[config.mk]
export PLATFORM = sky130hd
export DESIGN_NAME = packet_length_deframer_core
export DESIGN_NICKNAME = d
export VERILOG_FILES = /design/src/hdl/pld_pkg.sv /design/src/hdl/pld_decoder.sv /design/src/hdl/pld_out_queue.sv /design/src/hdl/packet_length_deframer_core.sv
export SDC_FILE = /design/constraint.sdc
export NUM_CORES = 1
export LEC_CHECK = 0
export BUFFER_PORTS_ARGS = -buffer_cell sky130_fd_sc_hd__buf_2
export CORE_ASPECT_RATIO = 0.6
export CORE_MARGIN = 2
export CORE_UTILIZATION = 60
export CTS_BUF_LIST = sky130_fd_sc_hd__clkbuf_4 sky130_fd_sc_hd__clkbuf_8 sky130_fd_sc_hd__clkbuf_16
export DETAILED_ROUTE_END_ITERATION = 16
export PLACE_DENSITY = 0.87
export SYNTH_ARGS = -nofsm -noshare
export SYNTH_HDL_FRONTEND = slang
export SYNTH_HIERARCHICAL = 1
export SYNTH_SLANG_ARGS = --single-unit
[constraint.sdc]
create_clock -name clk -period 12.1 [get_ports clk]
set_input_delay 2.42 -clock clk [delete_from_list [all_inputs] [get_ports clk]]
set_output_delay 2.42 -clock clk [all_outputs]
set_load 0.05 [all_outputs]
[src/hdl/pld_pkg.sv]
// Shared types and constants for the packet length deframer.
package pld_pkg;

    localparam logic [7:0]  HDR_LONG_MARK  = 8'd160;
    localparam logic [14:0] SIZE_LONG_MARK = 15'd160;
    localparam logic [14:0] SIZE_ONE       = 15'd1;
    localparam logic [14:0] SIZE_ZERO      = 15'd0;
    localparam int          QUEUE_DEPTH    = 4;
    localparam int          QUEUE_AW       = $clog2(QUEUE_DEPTH);
    localparam int          QUEUE_CW       = $clog2(QUEUE_DEPTH + 1);
    localparam logic [QUEUE_CW-1:0] QUEUE_ROOM_LIMIT = QUEUE_CW'(QUEUE_DEPTH - 2);

    typedef enum logic [1:0] {
        PH_FIRST  = 2'd0,
        PH_SECOND = 2'd1,
        PH_BODY   = 2'd2,
        PH_HALT   = 2'd3
    } phase_t;

    typedef struct packed {
        logic [7:0]  payload_byte;
        logic        packet_start;
        logic        packet_end;
        logic [14:0] packet_size;
        logic        framing_error;
    } result_t;

    typedef struct packed {
        logic    v0;
        logic    v1;
        result_t r0;
        result_t r1;
    } push_t;

endpackage

[src/hdl/pld_decoder.sv]
// Input register, header decode and packet state for the deframer.
module pld_decoder
(
    input  logic           clk,
    input  logic           rst_n,
    input  logic           stream_valid,
    output logic           stream_stall,
    input  logic [7:0]     stream_byte,
    input  logic           room,
    output pld_pkg::push_t push
);

    logic              full_reg, full_next;
    logic [7:0]        byte_reg;
    pld_pkg::phase_t   phase_reg, phase_next;
    logic [7:0]        first_reg, first_next;
    logic [7:0]        held_reg, held_next;
    logic [14:0]       left_reg, left_next;
    logic              short_reg, short_next;
    logic              start_reg, start_next;
    logic [14:0]       size_reg, size_next;

    logic              proceed;
    logic              accept;
    logic              hdr_long;
    logic [7:0]        hdr_hi;
    logic [14:0]       hdr_len;
    logic [14:0]       left_eff;
    logic [14:0]       left_dec;
    logic              body_last;

    assign proceed      = full_reg & room;
    assign stream_stall = full_reg & ~room;
    assign accept       = stream_valid & ~stream_stall;

    assign hdr_long  = (first_reg >= pld_pkg::HDR_LONG_MARK);
    assign hdr_hi    = first_reg - pld_pkg::HDR_LONG_MARK;
    assign hdr_len   = hdr_long ? {hdr_hi[6:0], byte_reg} : {7'd0, first_reg};
    assign left_eff  = (left_reg == pld_pkg::SIZE_ZERO) ? pld_pkg::SIZE_ONE : left_reg;
    assign left_dec  = left_eff - pld_pkg::SIZE_ONE;
    assign body_last = (left_dec == pld_pkg::SIZE_ZERO);

    always_comb
    begin
        full_next = full_reg;
        if (accept)
        begin
            full_next = 1'b1;
        end
        else if (proceed)
        begin
            full_next = 1'b0;
        end
    end

    // next phase
    always_comb
    begin
        phase_next = phase_reg;
        if (proceed)
        begin
            case (phase_reg)
                pld_pkg::PH_FIRST:
                begin
                    phase_next = pld_pkg::PH_SECOND;
                end
                pld_pkg::PH_SECOND:
                begin
                    if (hdr_len == pld_pkg::SIZE_ZERO)
                    begin
                        phase_next = pld_pkg::PH_HALT;
                    end
                    else if (hdr_len == pld_pkg::SIZE_ONE)
                    begin
                        phase_next = pld_pkg::PH_FIRST;
                    end
                    else
                    begin
                        phase_next = pld_pkg::PH_BODY;
                    end
                end
                pld_pkg::PH_BODY:
                begin
                    if (body_last)
                    begin
                        phase_next = pld_pkg::PH_FIRST;
                    end
                end
                default:
                begin
                    phase_next = pld_pkg::PH_HALT;
                end
            endcase
        end
    end

    // results and packet state
    always_comb
    begin
        first_next = first_reg;
        held_next  = held_reg;
        left_next  = left_reg;
        short_next = short_reg;
        start_next = start_reg;
        size_next  = size_reg;
        push       = '0;
        if (proceed)
        begin
            case (phase_reg)
                pld_pkg::PH_FIRST:
                begin
                    first_next = byte_reg;
                end
                pld_pkg::PH_SECOND:
                begin
                    if (hdr_len == pld_pkg::SIZE_ZERO)
                    begin
                        push.v0               = 1'b1;
                        push.r0.framing_error = 1'b1;
                    end
                    else
                    begin
                        size_next  = hdr_len;
                        start_next = 1'b1;
                        if (hdr_len < pld_pkg::SIZE_LONG_MARK)
                        begin
                            short_next = 1'b1;
                            held_next  = byte_reg;
                            if (hdr_len == pld_pkg::SIZE_ONE)
                            begin
                                push.v0              = 1'b1;
                                push.r0.payload_byte = byte_reg;
                                push.r0.packet_start = 1'b1;
                                push.r0.packet_end   = 1'b1;
                                push.r0.packet_size  = hdr_len;
                                start_next           = 1'b0;
                                left_next            = pld_pkg::SIZE_ZERO;
                            end
                            else
                            begin
                                left_next = hdr_len - pld_pkg::SIZE_ONE;
                            end
                        end
                        else
                        begin
                            short_next = 1'b0;
                            left_next  = hdr_len;
                        end
                    end
                end
                pld_pkg::PH_BODY:
                begin
                    left_next            = left_dec;
                    start_next           = 1'b0;
                    push.v0              = 1'b1;
                    push.r0.payload_byte = byte_reg;
                    push.r0.packet_start = start_reg;
                    push.r0.packet_end   = body_last & ~short_reg;
                    push.r0.packet_size  = size_reg;
                    if (body_last && short_reg)
                    begin
                        push.v1              = 1'b1;
                        push.r1.payload_byte = held_reg;
                        push.r1.packet_end   = 1'b1;
                        push.r1.packet_size  = size_reg;
                    end
                end
                default:
                begin
                    push = '0;
                end
            endcase
        end
    end

    always_ff @(posedge clk or negedge rst_n)
    begin
        if (!rst_n)
        begin
            full_reg  <= 1'b0;
            phase_reg <= pld_pkg::PH_FIRST;
            left_reg  <= '0;
            short_reg <= 1'b0;
            start_reg <= 1'b0;
            size_reg  <= '0;
            first_reg <= '0;
            held_reg  <= '0;
        end
        else
        begin
            full_reg  <= full_next;
            phase_reg <= phase_next;
            left_reg  <= left_next;
            short_reg <= short_next;
            start_reg <= start_next;
            size_reg  <= size_next;
            first_reg <= first_next;
            held_reg  <= held_next;
        end
    end

    always_ff @(posedge clk)
    begin
        if (accept)
        begin
            byte_reg <= stream_byte;
        end
    end

`ifndef SYNTH
    a_halt_silent: assert property (@(posedge clk) disable iff (!rst_n)
        (phase_reg == pld_pkg::PH_HALT) |-> !push.v0)
        else $error("result pushed while halted");

    a_second_needs_first: assert property (@(posedge clk) disable iff (!rst_n)
        push.v1 |-> (push.v0 && push.r0.packet_end == 1'b0 && push.r1.packet_end))
        else $error("held byte pushed without closing streamed byte");

    a_error_halts: assert property (@(posedge clk) disable iff (!rst_n)
        (push.v0 && push.r0.framing_error) |=> (phase_reg == pld_pkg::PH_HALT))
        else $error("framing error did not halt the block");
`endif

endmodule

[src/hdl/pld_out_queue.sv]
// Result queue that parts the decoder from the output channel.
module pld_out_queue
(
    input  logic           clk,
    input  logic           rst_n,
    input  pld_pkg::push_t push,
    output logic           room,
    output logic           payload_valid,
    input  logic           payload_stall,
    output logic [7:0]     payload_byte,
    output logic           packet_start,
    output logic           packet_end,
    output logic [14:0]    packet_size,
    output logic           framing_error
);

    pld_pkg::result_t                 mem_reg [pld_pkg::QUEUE_DEPTH];
    logic [pld_pkg::QUEUE_AW-1:0]     wr_ptr_reg, wr_ptr_next;
    logic [pld_pkg::QUEUE_AW-1:0]     rd_ptr_reg, rd_ptr_next;
    logic [pld_pkg::QUEUE_CW-1:0]     count_reg, count_next;
    logic [pld_pkg::QUEUE_AW-1:0]     wr_ptr_1;
    logic                             pop;
    logic [pld_pkg::QUEUE_CW-1:0]     n_push;
    pld_pkg::result_t                 head;

    assign room          = (count_reg <= pld_pkg::QUEUE_ROOM_LIMIT);
    assign payload_valid = (count_reg != '0);
    assign pop           = payload_valid & ~payload_stall;
    assign wr_ptr_1      = wr_ptr_reg + pld_pkg::QUEUE_AW'(1);
    assign n_push        = pld_pkg::QUEUE_CW'(push.v0) + pld_pkg::QUEUE_CW'(push.v1);

    assign head          = mem_reg[rd_ptr_reg];
    assign payload_byte  = head.payload_byte;
    assign packet_start  = head.packet_start;
    assign packet_end    = head.packet_end;
    assign packet_size   = head.packet_size;
    assign framing_error = head.framing_error;

    always_comb
    begin
        wr_ptr_next = wr_ptr_reg + pld_pkg::QUEUE_AW'(n_push);
        rd_ptr_next = pop ? rd_ptr_reg + pld_pkg::QUEUE_AW'(1) : rd_ptr_reg;
        count_next  = count_reg + n_push - pld_pkg::QUEUE_CW'(pop);
    end

    always_ff @(posedge clk or negedge rst_n)
    begin
        if (!rst_n)
        begin
            wr_ptr_reg <= '0;
            rd_ptr_reg <= '0;
            count_reg  <= '0;
        end
        else
        begin
            wr_ptr_reg <= wr_ptr_next;
            rd_ptr_reg <= rd_ptr_next;
            count_reg  <= count_next;
        end
    end

    always_ff @(posedge clk)
    begin
        if (push.v0)
        begin
            mem_reg[wr_ptr_reg] <= push.r0;
        end
        if (push.v1)
        begin
            mem_reg[wr_ptr_1] <= push.r1;
        end
    end

`ifndef SYNTH
    a_no_overflow: assert property (@(posedge clk) disable iff (!rst_n)
        count_reg <= pld_pkg::QUEUE_CW'(pld_pkg::QUEUE_DEPTH))
        else $error("result queue overflow");

    a_push_needs_room: assert property (@(posedge clk) disable iff (!rst_n)
        push.v0 |-> room)
        else $error("result pushed without room");

    a_idle_holds: assert property (@(posedge clk) disable iff (!rst_n)
        (!pop && !push.v0) |=> $stable(count_reg))
        else $error("queue fill changed without push or pop");
`endif

endmodule

[src/hdl/packet_length_deframer_core.sv]
// Top level of the packet length deframer.
// Takes one stream byte per cycle while the result queue has room and hands out packet
// bytes with start, end and size marks. Each byte passes an input register and a single
// decode step into a four-entry result queue; the byte that closes a short-form packet
// yields two results, and as the queue hands out one result per cycle when not stalled,
// the input is then held while it lacks room. A zero length yields one item flagged
// framing_error, after which input bytes are taken and dropped until reset.
module packet_length_deframer_core
(
    input  logic        clk,
    input  logic        rst_n,
    input  logic        stream_valid,
    output logic        stream_stall,
    input  logic [7:0]  stream_byte,
    output logic        payload_valid,
    input  logic        payload_stall,
    output logic [7:0]  payload_byte,
    output logic        packet_start,
    output logic        packet_end,
    output logic [14:0] packet_size,
    output logic        framing_error
);

    pld_pkg::push_t push;
    logic           room;

    pld_decoder u_decoder
    (
        .clk          (clk),
        .rst_n        (rst_n),
        .stream_valid (stream_valid),
        .stream_stall (stream_stall),
        .stream_byte  (stream_byte),
        .room         (room),
        .push         (push)
    );

    pld_out_queue u_out_queue
    (
        .clk           (clk),
        .rst_n         (rst_n),
        .push          (push),
        .room          (room),
        .payload_valid (payload_valid),
        .payload_stall (payload_stall),
        .payload_byte  (payload_byte),
        .packet_start  (packet_start),
        .packet_end    (packet_end),
        .packet_size   (packet_size),
        .framing_error (framing_error)
    );

endmodule
Word-level counts from Yosys, hierarchy flattened
Memories as Yosys holds them, arrays and structs flattened.
Cells that the tools add are included.
W data, S select, Z words.

operators by class
  add/sub/neg operators = 9
  $mul = 0
  divide/modulo/power cells = 0
  magnitude comparators = 3
  equality and inequality tests = 5
  shift-type cells = 0
  muxes and demuxes = 38
  bitwise operators = 10
  reduce and logical (&&, ||, !) cells = 13

operators with widths
  cell                     count
  $mux W15                 5
  $mux W25                 3
  $mux W54                 1
  $pmux W25 S2             1
  $logic_not A15 Y1        3
  $mux W16                 2
  $pmux W15 S2             1
  $sub A15 B1 Y15 const B  2
  $mux W1                  17
  $mux W8                  2
  $eq A15 B1 Y1 const B    1
  $lt A15 B8 Y1 const B    1
  $ge A8 B8 Y1 const B     1
  $sub A7 B6 Y7 const B    1
  $mux W2                  3
  $pmux W2 S3              1
  $reduce_and A3 Y1        2
  $and A1 B1 Y1            5
  $not A1 Y1               5
  $add A2 B1 Y2 const B    2
  $pmux W1 S2              2
  $reduce_and A2 Y1        2
  $reduce_and A4 Y1        1
  $reduce_bool A2 Y1       2
  other kinds (12)         12

storage, ports and cells
  register bits after elaboration = 66
  bits in latches = 0
  memory bits (writable) = 104
  ROM bits = 0
  output and inout port bits = 28
  logic and storage cells = 91
  memories kept = 1

memories
  name                 words  width  read ports  clocked after memory_dff  wr ports  RTL line             RTL
  u_out_queue.mem_reg  4      26     1           0                         2         pld_out_queue.sv:17  pld_pkg::result_t mem_reg [pld_pkg::QUEUE_DEPTH];

Depth between registers and ports, before layout
Gate-level depths: netlist of run 1.

  depth after elaboration = 11
  depth in mapped cells = 24

Modules after synthesis
Netlist of run 1, hierarchy kept.

modules (own cells, without submodules)
  module         instances  cells each  area an instance (um^2)  seq. area each (um^2)
  pld_out_queue  1          293         5456.5                   3298.2
  pld_decoder    1          411         3777.4                   1516.5

Least setup slack after synthesis of run 1
Ideal clock, no wire load.

  path type = register to register
  from = register u_decoder.left_reg[4]
  to = memory u_out_queue/mem_reg[2][0] (netlist name) (enable)
  arrival time = 4.570 ns
  required time = 11.655 ns
  slack = 7.085 ns
  stages on the path, launching flop included = 20
  buffers on the path = 8
  period minus slack after synthesis = 5.015 ns
  cell sequence = dfrtp_1 -> buf_2 -> or3_1 -> clkbuf_1 -> nor2_1 -> a31oi_1 -> ha_1 -> or3b_2 -> clkbuf_1 -> or4_1 -> clkbuf_1 -> xor2_1 -> nand4_2 -> nor3_4 -> buf_4 -> buf_4 -> nand3b_1 -> buf_4 -> buf_2 -> o21ai_0

RTL lines
  item                    RTL line             RTL
  from (decl)             pld_decoder.sv:18    logic [14:0] left_reg, left_next;
  from (signal assigned)  pld_decoder.sv:193   left_reg <= left_next;
  to (decl)               pld_out_queue.sv:17

==> summary.md, run 1 <==
| Metric | Value |
|---|---|
| Status | `complete, no violations` |
| HPWL after DPL | `14200 um` |
| CTS buffer count | `17` |
| EDFF count, synth | `112` |
| I/O pin count | `40` |
| CTS root buf | `clkbuf_16` |
| Multi-input logic area | `0.00410 mm^2` |
| H-tree levels | `4` |
| Clk pin slew, worst setup/hold paths | `0.07 ns` |
| Clock network latency to the later pin of the worst-skew pair | `0.43 ns` |
| Worst slew margin | `0.117` |
| Mapped cell area | `0.00923 mm^2` |
| WL final | `21100 um` |
| Critical Path RT | `12.13 ns` |
| Nets | `749` |
| Synth top area share | `0.364` |
| Cell Chain, Critical Path | `or4_1 > nor2_1 > a31oi_1 > ha_1 > or3b_2 > or4_1 > xor2_1 > nand4_2 > nor3_4 > buf_4 > nand3_2 > nand2_1` |
| CTS tree | `built` |
| Port-buffer cells | `39` |
| Layout Skew | `0.0152 ns` |
| TritonRoute pass-1 iters | `9` |
| Via density | `6.48` |
| Largest net degree at the start of global routing | `59` |
| Longest Clk Path Bufs | `2` |
| Synth top area cells | `edfxtp_1 36%, dfrtp_1 16%, mux2_2 14%, mux4_2 6.3%, and2_1 3.2%` |
| Core area | `0.0152 mm^2` |
| Top FF cell, synth | `edfxtp_1` |
| Worst vdd ir | `124 uV` |
| CP Capture Type | `flop` |
| Post-synthesis sequential area ratio | `0.521` |
| Post-route ant nets | `0` |
| Leak pwr | `3.86 nW` |
| Pwr/cell area | `235 mW/mm^2` |
| Share of cells above drive strength 1 | `0.317` |
| Slew Limit Fails | `0` |
| DRC | `0` |
| Die ar. | `0.0164 mm^2` |
| Critical path type | `reg2reg` |
| Final setup viols | `0` |
| Synthesis-to-layout area growth | `8.86%` |
| First-pass GRT wire length | `33800 um` |
| CP arrival | `5.93 ns` |
| Max reg flops | `104` |
| Fmax | `170 MHz` |
| Startpoint class of the critical path | `flop` |
| N_diodes | `0` |
| Design area | `0.0101 mm^2` |
| CTS resizes | `0` |
| # Post-CTS Setup Buffers | `0` |
| Grt ovf | `0` |
| Minimum clock period | `5.90 ns` |
| Count of cell types in the netlist | `76` |
| CP top delay family | `simple AND/OR/NAND/NOR gates` |
| Slowest cell on crit path | `nand2_1` |
| Via Count | `6082` |
| Chip Height | `100 um` |
| Syn_area_per_cell | `13.1 um^2` |
| Vias in the first global route | `5979` |
| Total Routing Usage GR | `0.275` |
| Post-synthesis register bit count | `170` |
| Most common cell on crit path | `or4_1` |
| Cells after Synth | `704` |
| Site Rows | `35` |
| Post-DP Area | `0.00948 mm^2` |
| RSZ-0062 raised after global routing | `no` |
| Buf/Inv on CP | `1` |
| Initial antenna violation count | `0` |
| Wire per inst | `22.5 um` |
| Reg area | `0.00482 mm^2` |
| Cts hold-fix bufs | `0` |
| Worst Path Max Fanout | `33` |
| Setup TNS | `0 ns` |
| Placer Congestion | `0.955` |
| YS warnings | `6` |
| DIE WIDTH | `164 um` |
| Hold Crit Class | `reg2reg` |
| Initial Utilization | `0.608` |
| # fillers | `1044` |
| Max stage delay on crit path | `1.28 ns` |
| Yosys top cell by area | `edfxtp_1` |
| Fraction of registers with async set/reset | `0.341` |
| Final hold vios | `0` |
| Worst-Margin Slew | `1.32 ns` |
| CTS sink count | `170` |
| Final worst path period share | `0.488` |
| Total of max-cap violations | `0` |
| Iteration-0 DRC Markers | `739` |
## metal layers
layer / wire length [um] / track usage / up-vias
met1: 9390 / 0.410 / 3043
met3: 2000 / 0.0649 / 25
met2: 9540 / 0.415 / 294
met4: 210 / 0.0614 / 0
met5: 0 / 0 / -
li1: - / - / 2720
## worst register-to-register path: stages (launching register included)
cell	delay (ns)
dfrtp_1	0.45
or4_1	0.31
nor2_1	0.17
a31oi_1	0.30
ha_1	0.28
or3b_2	0.56
or4_1	0.56
xor2_1	0.21
nand4_2	0.16
nor3_4	0.19
buf_4	0.33
nand3_2	0.69
nand2_1	1.28
## final timing paths
check | from | to | slack, ns | cells after the start
max reg2reg | u_decoder/left_reg[2]$_DFFE_PN0P_ | u_out_queue/mem_reg[0][20]$_DFFE_PP_ | 6.20 | 12
min in group asynchronous | rst_n | u_decoder/left_reg[9]$_DFFE_PN0P_ | 2.14 | 2
min reg2reg | u_decoder/held_reg[7]$_DFFE_PN0P_ | u_decoder/held_reg[7]$_DFFE_PN0P_ | 0.49 | 1
min | u_decoder/held_reg[7]$_DFFE_PN0P_ | u_decoder/held_reg[7]$_DFFE_PN0P_ | 0.49 | 1
max | u_decoder/left_reg[2]$_DFFE_PN0P_ | u_out_queue/mem_reg[0][20]$_DFFE_PP_ | 6.20 | 12
max in group asynchronous | rst_n | u_out_queue/rd_ptr_reg[0]$_DFFE_PN0P_ | 9.41 | 2
## per-stage QoR
step / total power, mW / std cells / util / setup slack, ns / hold WS (ns)
after floorplan: 1.60 / 705 / - / 7.08 / 0.447
after global placement: 1.80 / 907 / 0.624 / 6.56 / 0.461
after detailed placement: 1.82 / 907 / 0.624 / 6.34 / 0.468
after CTS: 2.35 / 939 / 0.662 / 6.31 / 0.491
after global routing: 2.47 / 939 / 0.662 / 5.94 / 0.504
final: 2.36 / 939 / 0.662 / 6.20 / 0.492
## cells by family after synthesis
family	share of synthesized area
muxes	0.222
buffers and inverters	0.0370
other	0.000406
adders and majority gates	0.0198
AOI/OAI and AO/OA	0.0791
and+or+nand+nor	0.108
DFF	0.521
xor gates and xnor gates	0.0123
## synthesized netlist by cell type, types with 4 or more instances
| library cell | count |
|---|---|
| buf_2 | 12 |
| or3_1 | 6 |
| o21ai_1 | 9 |
| o21ai_0 | 20 |
| nor2_1 | 30 |
| ha_1 | 13 |
| a211oi_1 | 4 |
| edfxtp_1 | 112 |
| xor2_1 | 7 |
| buf_4 | 9 |
| nor4_1 | 7 |
| mux2_1 | 9 |
| nor3_1 | 11 |
| nand3_1 | 6 |
| mux2i_1 | 11 |
| nand2b_1 | 5 |
| a21oi_1 | 22 |
| xnor2_1 | 6 |
| or4_1 | 4 |
| clkbuf_1 | 16 |
| dfrtp_1 | 58 |
| and2_1 | 47 |
| buf_6 | 7 |
| mux4_2 | 26 |
| inv_1 | 17 |
| o311ai_0 | 4 |
| a31oi_1 | 4 |
| nand2_1 | 44 |
| mux2_2 | 111 |
## power breakdown
group | leakage (nW) | switching (mW) | internal [mW] | total, mW
logic | 1.86 | 0.580 | 0.331 | 0.911
registers | 1.72 | 0.184 | 0.740 | 0.925
clock network | 0.277 | 0.251 | 0.274 | 0.525
total | 3.86 | 1.02 | 1.35 | 2.36
## layout by cell type, fill, tap and decap left out, types with 5 or more instances in the layout
| cell | count |
|---|---|
| edfxtp_1 | 112 |
| buf_2 | 39 |
| or3_1 | 6 |
| dfrtp_1 | 57 |
| a21oi_1 | 22 |
| mux2_1 | 9 |
| buf_4 | 6 |
| o21ai_0 | 19 |
| and2_1 | 47 |
| mux2_2 | 111 |
| nor2_1 | 29 |
| ha_1 | 13 |
| mux4_2 | 26 |
| nand2_1 | 44 |
| nor3_1 | 11 |
| inv_6 | 7 |
| nand3_1 | 6 |
| clkbuf_16 | 17 |
| inv_1 | 17 |
| xnor2_1 | 6 |
| mux2i_1 | 11 |
| nor4_1 | 7 |
| nand2b_1 | 5 |
| o21ai_1 | 8 |
| xor2_1 | 7 |
## layout make-up
class,instances,share of cell area
Clock buffer,17,0.0423
Clock inverter,15,0.0144
Inverter,18,0.00672
Multi-Input combinational cell,471,0.408
Sequential cell,170,0.479
Tap cell,203,0.0253
Timing Repair Buffer,45,0.0239
(Power assumes the default switching activity.)
==> run 2: changes to the inputs <==
==> constraint.sdc (replaced) <==
create_clock -name clk -period 5.6 [get_ports clk]
set_input_delay 1.12 -clock clk [delete_from_list [all_inputs] [get_ports clk]]
set_output_delay 1.12 -clock clk [all_outputs]
set_load 0.05 [all_outputs]
==> run 2 against run 1 <==
Net effect: clock-buffer cell count grew 2; combinational power grew 120%; flip-flop and latch count is the same; via count grew 1.4%; global-route usage grew 1.3 points; setup slack lost 5.6 ns; critical path depth grew 7; utilization grew 0.81 points; wire length grew 4.8%; first-iteration DRC count grew 15%; clock skew shrank 0.0041 ns.
==> summary.md, run 2 (synthesis results as in run 1) <==
| Metric | Value |
|---|---|
| Initial antenna violation count | `0` |
| Buf/Inv on CP | `4` |
| Chip Height | `100 um` |
| CP Capture Type | `flop` |
| Worst slew margin | `0.331` |
| DIE WIDTH | `164 um` |
| Minimum clock period | `4.99 ns` |
| Vias in the first global route | `6217` |
| CTS resizes | `0` |
| Most common cell after layout, fill and taps aside | `edfxtp_1` |
| WL final | `22200 um` |
| Slowest cell on crit path | `or3b_2` |
| Die ar. | `0.0164 mm^2` |
| RSZ-0062 raised after global routing | `no` |
| Hold WS | `0.483 ns` |
| CP arrival | `5.30 ns` |
| N_diodes | `0` |
| Total Routing Usage GR | `0.288` |
| Worst-Margin Slew | `1.00 ns` |
| Power Total | `5.23 mW` |
| Total of max-cap violations | `0` |
| Cell Chain, Critical Path | `or3_1 > nor2_1 > a31oi_1 > ha_1 > or3b_2 > or4_1 > xor2_1 > nand4_2 > nor3_4 > buf_4 > ha_1 > inv_1 > ha_1 > inv_1 > ha_1 > inv_1 > fa_1 > xor2_1 > xnor2_1` |
| Setup TNS | `0 ns` |
| Startpoint class of the critical path | `flop` |
| Core area | `0.0152 mm^2` |
| CTS sink count | `170` |
| First-pass GRT wire length | `35100 um` |
| Site Rows | `35` |
| TritonRoute pass-1 iters | `8` |
| Worst vdd ir | `372 uV` |
| Fmax | `200 MHz` |
| Worst Path Max Fanout | `15` |
| Final worst path period share | `0.891` |
| CTS tree | `built` |
| CTS root buf | `clkbuf_16` |
| Placer Congestion | `0.964` |
| # fillers | `1049` |
| Synthesis-to-layout area growth | `10.2%` |
| Iteration-0 DRC Markers | `850` |
| Share of cells above drive strength 1 | `0.326` |
| Largest net degree at the start of global routing | `59` |
| Longest Clk Path Bufs | `2` |
| Final hold vios | `0` |
| Status | `complete, no violations` |
| Clock network latency to the later pin of the worst-skew pair | `0.43 ns` |
| Critical Path RT | `5.91 ns` |
| HPWL after DPL | `14700 um` |
| Initial Utilization | `0.608` |
| Layout Skew | `0.0110 ns` |
| Max reg flops | `104` |
| Grt ovf | `0` |
| Via density | `6.50` |
| Most common cell on crit path | `ha_1` |
| Slew Limit Fails | `0` |
| Post-route ant nets | `0` |
| Wire per inst | `23.4 um` |
| CTS buffer count | `17` |
| I/O pin count | `40` |
| Pwr/cell area | `514 mW/mm^2` |
| Hold Crit Class | `reg2reg` |
| Post-route setup slack | `0.612 ns` |
| DRC | `0` |
| Commonest cells after routing, fill and taps aside | `112 x edfxtp_1, 111 x mux2_2, 57 x dfrtp_1, 47 x and2_1, 44 x nand2_1` |
| CP top delay family | `simple AND/OR/NAND/NOR gates` |
| Final setup viols | `0` |
| Via Count | `6166` |
| Leak pwr | `3.93 nW` |
| Cts hold-fix bufs | `0` |
| Max stage delay on crit path | `0.54 ns` |
| H-tree levels | `4` |
| Clk pin slew, worst setup/hold paths | `0.07 ns` |
| # Post-CTS Setup Buffers | `0` |
| Fin cells | `948` |
| Nets | `758` |
| Critical path type | `reg2reg` |
| # placed instances | `916` |
| Worst slack at placement | `0.650 ns` |
| Port-buffer cells | `39` |
-- run 2: where the power goes --
| group | internal, mW | switching, mW |
|---|---|---|
| sequential | 1.60 | 0.383 |
| clock | 0.680 | 0.527 |
| combinational | 0.730 | 1.31 |
| total | 3.01 | 2.22 |
-- run 2: final cells by class --
class	count	area (um^2)	area share
Inverter	18	67.6	0.00664
Tap cell	203	254	0.0250
Multi-Input combinational cell	471	4090	0.402
Timing Repair Buffer	54	345	0.0339
Clock buffer	19	440	0.0433
Clock inverter	13	158	0.0155
Sequential cell	170	4820	0.473
-- run 2: worst reg2reg max path, stage by stage, from the launching register on --
cell and delay [ns]:
dfrtp_1 0.50, or3_1 0.29, nor2_1 0.13, a31oi_1 0.28, ha_1 0.27, or3b_2 0.54
or4_1 0.53, xor2_1 0.22, nand4_2 0.18, nor3_4 0.20, buf_4 0.22, ha_1 0.28
inv_1 0.07, ha_1 0.21, inv_1 0.06, ha_1 0.13, inv_1 0.05, fa_1 0.42
xor2_1 0.16, xnor2_1 0.12
-- run 2: stage by stage --
step	util	cell area (um^2)
3_3_place_gp	0.630	9580
2_1_floorplan	-	9240
6_report	0.670	10200
4_1_cts	0.670	10200
5_1_grt	0.670	10200
3_5_place_dp	0.630	9580
-- run 2: path summary, 6_finish.rpt --
check,endpoint,from,slack [ns],cells after the start
max reg2reg,u_out_queue/count_reg[2]$_DFF_PN0_,u_decoder/left_reg[4]$_DFFE_PN0P_,0.61,19
min in group asynchronous,u_decoder/left_reg[9]$_DFFE_PN0P_,rst_n,0.84,2
min,u_decoder/start_reg$_DFFE_PN0P_,u_decoder/start_reg$_DFFE_PN0P_,0.48,2
max,u_out_queue/count_reg[2]$_DFF_PN0_,u_decoder/left_reg[4]$_DFFE_PN0P_,0.61,19
max in group asynchronous,u_out_queue/rd_ptr_reg[0]$_DFFE_PN0P_,rst_n,4.18,2
min reg2reg,u_decoder/start_reg$_DFFE_PN0P_,u_decoder/start_reg$_DFFE_PN0P_,0.48,2
-- run 2: routing by layer --
layer  track usage  routed length, um
met5             0                  0
met4        0.0789                282
met1         0.427               9700
met3        0.0707               2020
met2         0.430              10200
==> run 3: changes to the inputs <==
--- a/config.mk
+++ b/config.mk
@@ -8,10 +8,11 @@
 export BUFFER_PORTS_ARGS = -buffer_cell sky130_fd_sc_hd__buf_2
 export CORE_ASPECT_RATIO = 0.6
 export CORE_MARGIN = 2
-export CORE_UTILIZATION = 60
+export CORE_UTILIZATION = 40
 export CTS_BUF_LIST = sky130_fd_sc_hd__clkbuf_4 sky130_fd_sc_hd__clkbuf_8 sky130_fd_sc_hd__clkbuf_16
+export CTS_CLUSTER_SIZE = 16
 export DETAILED_ROUTE_END_ITERATION = 16
-export PLACE_DENSITY = 0.87
+export PLACE_DENSITY = 0.65
 export SYNTH_ARGS = -nofsm -noshare
 export SYNTH_HDL_FRONTEND = slang
 export SYNTH_HIERARCHICAL = 1
==> constraint.sdc (replaced) <==
create_clock -name clk -period 5.85 [get_ports clk]
set_input_delay 1.17 -clock clk [delete_from_list [all_inputs] [get_ports clk]]
set_output_delay 1.17 -clock clk [all_outputs]
set_load 0.05 [all_outputs]
==> run 3 against run 2 <==
Net effect: cell area rose by 1.1%; cell count grew 12%; utilization fell by 22 points; combinational power down 4%; largest cell class unchanged; highest routed layer unchanged.
==> summary.md, run 3 (synthesis results as in run 1) <==
| Metric | Value |
|---|---|
| Iteration-0 DRC Markers | `602` |
| Final worst path period share | `0.834` |
| CTS resizes | `0` |
| First-pass GRT wire length | `34200 um` |
| CP arrival | `5.06 ns` |
| DIE WIDTH | `200 um` |
| Worst-Margin Slew | `0.894 ns` |
| Worst slew margin | `0.402` |
| Worst hold stages | `1` |
| Worst Path Max Fanout | `32` |
| Fmax | `205 MHz` |
| Port-buffer cells | `39` |
| Max reg flops | `104` |
| Final hold vios | `0` |
| Vias in the first global route | `5780` |
| DRC | `0` |
| Synthesis-to-layout area growth | `11.4%` |
| Final setup viols | `0` |
| WL final | `21500 um` |
| CP top delay family | `simple AND/OR/NAND/NOR gates` |
| RSZ-0062 raised after global routing | `no` |
| CP Capture Type | `flop` |
| Leak pwr | `3.92 nW` |
| CTS root buf | `clkbuf_16` |
| Clk pin slew, worst setup/hold paths | `0.07 ns` |
| Hold Path Origin | `u_decoder/held_reg[2]$_DFFE_PN0P_` |
| Nets | `758` |
| Worst vdd ir | `244 uV` |
| Design area | `0.0103 mm^2` |
| Via Count | `5926` |
| I/O pin count | `40` |
| TritonRoute pass-1 iters | `5` |
| Post-route ant nets | `0` |
| Most common cell after layout, fill and taps aside | `edfxtp_1` |
| H-tree levels | `4` |
| Placer Congestion | `0.925` |
| CTS buffer count | `17` |
| N_diodes | `0` |
| Hold Crit Class | `reg2reg` |
| HPWL after DPL | `14000 um` |
| Die ar. | `0.0244 mm^2` |
| Post-route setup slack | `0.969 ns` |
| Worst R2R End | `u_out_queue/mem_reg[1][12]$_DFFE_PP_` |
| Max stage delay on crit path | `0.55 ns` |
| Layout Skew | `0.0143 ns` |
| Chip Height | `122 um` |
| Total Routing Usage GR | `0.185` |
| CTS tree | `built` |
| Grt ovf | `0` |
| Hold EP | `u_decoder/held_reg[2]$_DFFE_PN0P_` |
| Core area | `0.0229 mm^2` |
| Buf/Inv on CP | `2` |
| Startpoint class of the critical path | `flop` |
| Wire per inst | `20.3 um` |
| Initial Utilization | `0.404` |
| Pwr/cell area | `481 mW/mm^2` |
| Largest net degree at the start of global routing | `59` |
| Post-DP Area | `0.00968 mm^2` |
| Slowest cell on crit path | `or3b_2` |
| Commonest cells after routing, fill and taps aside | `112 x edfxtp_1, 111 x mux2_2, 57 x dfrtp_1, 47 x and2_1, 44 x nand2_1` |
| Longest Clk Path Bufs | `2` |
| Cts hold-fix bufs | `0` |
| Cell Chain, Critical Path | `or4_1 > nor2_1 > a31oi_1 > ha_1 > or3b_2 > or4_1 > xor2_1 > nand4_2 > nor3_4 > buf_4 > nor3b_4 > buf_4 > mux2_2` |
| # Post-CTS Setup Buffers | `0` |
| Slew Limit Fails | `0` |
| Setup TNS | `0 ns` |
| # fillers | `2063` |
| Share of cells above drive strength 1 | `0.326` |
| Worst slack at placement | `1.07 ns` |
| Initial antenna violation count | `0` |
| Critical path type | `reg2reg` |
| Reg2reg path depth | `13` |
| Worst r2r src | `u_decoder/left_reg[2]$_DFFE_PN0P_` |
| Site Rows | `43` |
| Critical Path RT | `6.03 ns` |
| Multi-input logic area | `0.00409 mm^2` |
| Reg area | `0.00482 mm^2` |
| Minimum clock period | `4.88 ns` |
| Total of max-cap violations | `0` |
| Status | `complete, no violations` |
| CTS sink count | `170` |
| Clock network latency to the later pin of the worst-skew pair | `0.44 ns` |
| Via density | `5.59` |
| R2r setup slk | `0.97 ns` |
run 3: worst max-delay path by stage:
stage                                           start                              endpoint  slack (ns)  cells after the start
floorplan           u_decoder/left_reg[4]$_DFFE_PN0P_   u_out_queue/mem_reg[2][0]$_DFFE_PP_        0.83                     19
global placement    u_decoder/left_reg[2]$_DFFE_PN0P_    u_out_queue/count_reg[2]$_DFF_PN0_        1.22                     18
detailed placement  u_decoder/left_reg[2]$_DFFE_PN0P_   u_out_queue/mem_reg[1][9]$_DFFE_PP_        1.07                     13
CTS                 u_decoder/left_reg[2]$_DFFE_PN0P_  u_out_queue/mem_reg[1][12]$_DFFE_PP_        1.05                     13
global route        u_decoder/left_reg[2]$_DFFE_PN0P_   u_out_queue/mem_reg[1][3]$_DFFE_PP_        0.78                     13
finish              u_decoder/left_reg[2]$_DFFE_PN0P_  u_out_queue/mem_reg[1][12]$_DFFE_PP_        0.97                     13
run 3: per-layer routing:
layer,track usage,vias to the layer above,routed length (um)
met4,0.0392,0,146
met3,0.0385,17,1300
li1,-,2727,-
met5,0,-,0
met1,0.292,2971,11100
met2,0.257,211,8950
run 3: power breakdown:
| group | internal [mW] | switching (mW) |
|---|---|---|
| Sequential | 1.53 | 0.280 |
| Combinational | 0.691 | 1.27 |
| Clock | 0.680 | 0.497 |
run 3: final cells by class:
cell class	count	area share
Multi-Input combinational cell	471	0.398
Sequential cell	170	0.468
Inverter	18	0.00657
Clock buffer	18	0.0421
Clock inverter	14	0.0169
Tap cell	315	0.0383
Timing Repair Buffer	54	0.0299
run 3: per-stage QoR:
step	std cells	power, mW	utilization	hold WS (ns)
5_1_grt	1060	5.22	0.450	0.501
2_1_floorplan	705	3.30	-	0.447
3_3_place_gp	1028	3.77	0.423	0.460
6_report	1060	4.95	0.450	0.477
4_1_cts	1060	4.95	0.450	0.481
3_5_place_dp	1028	3.78	0.423	0.467
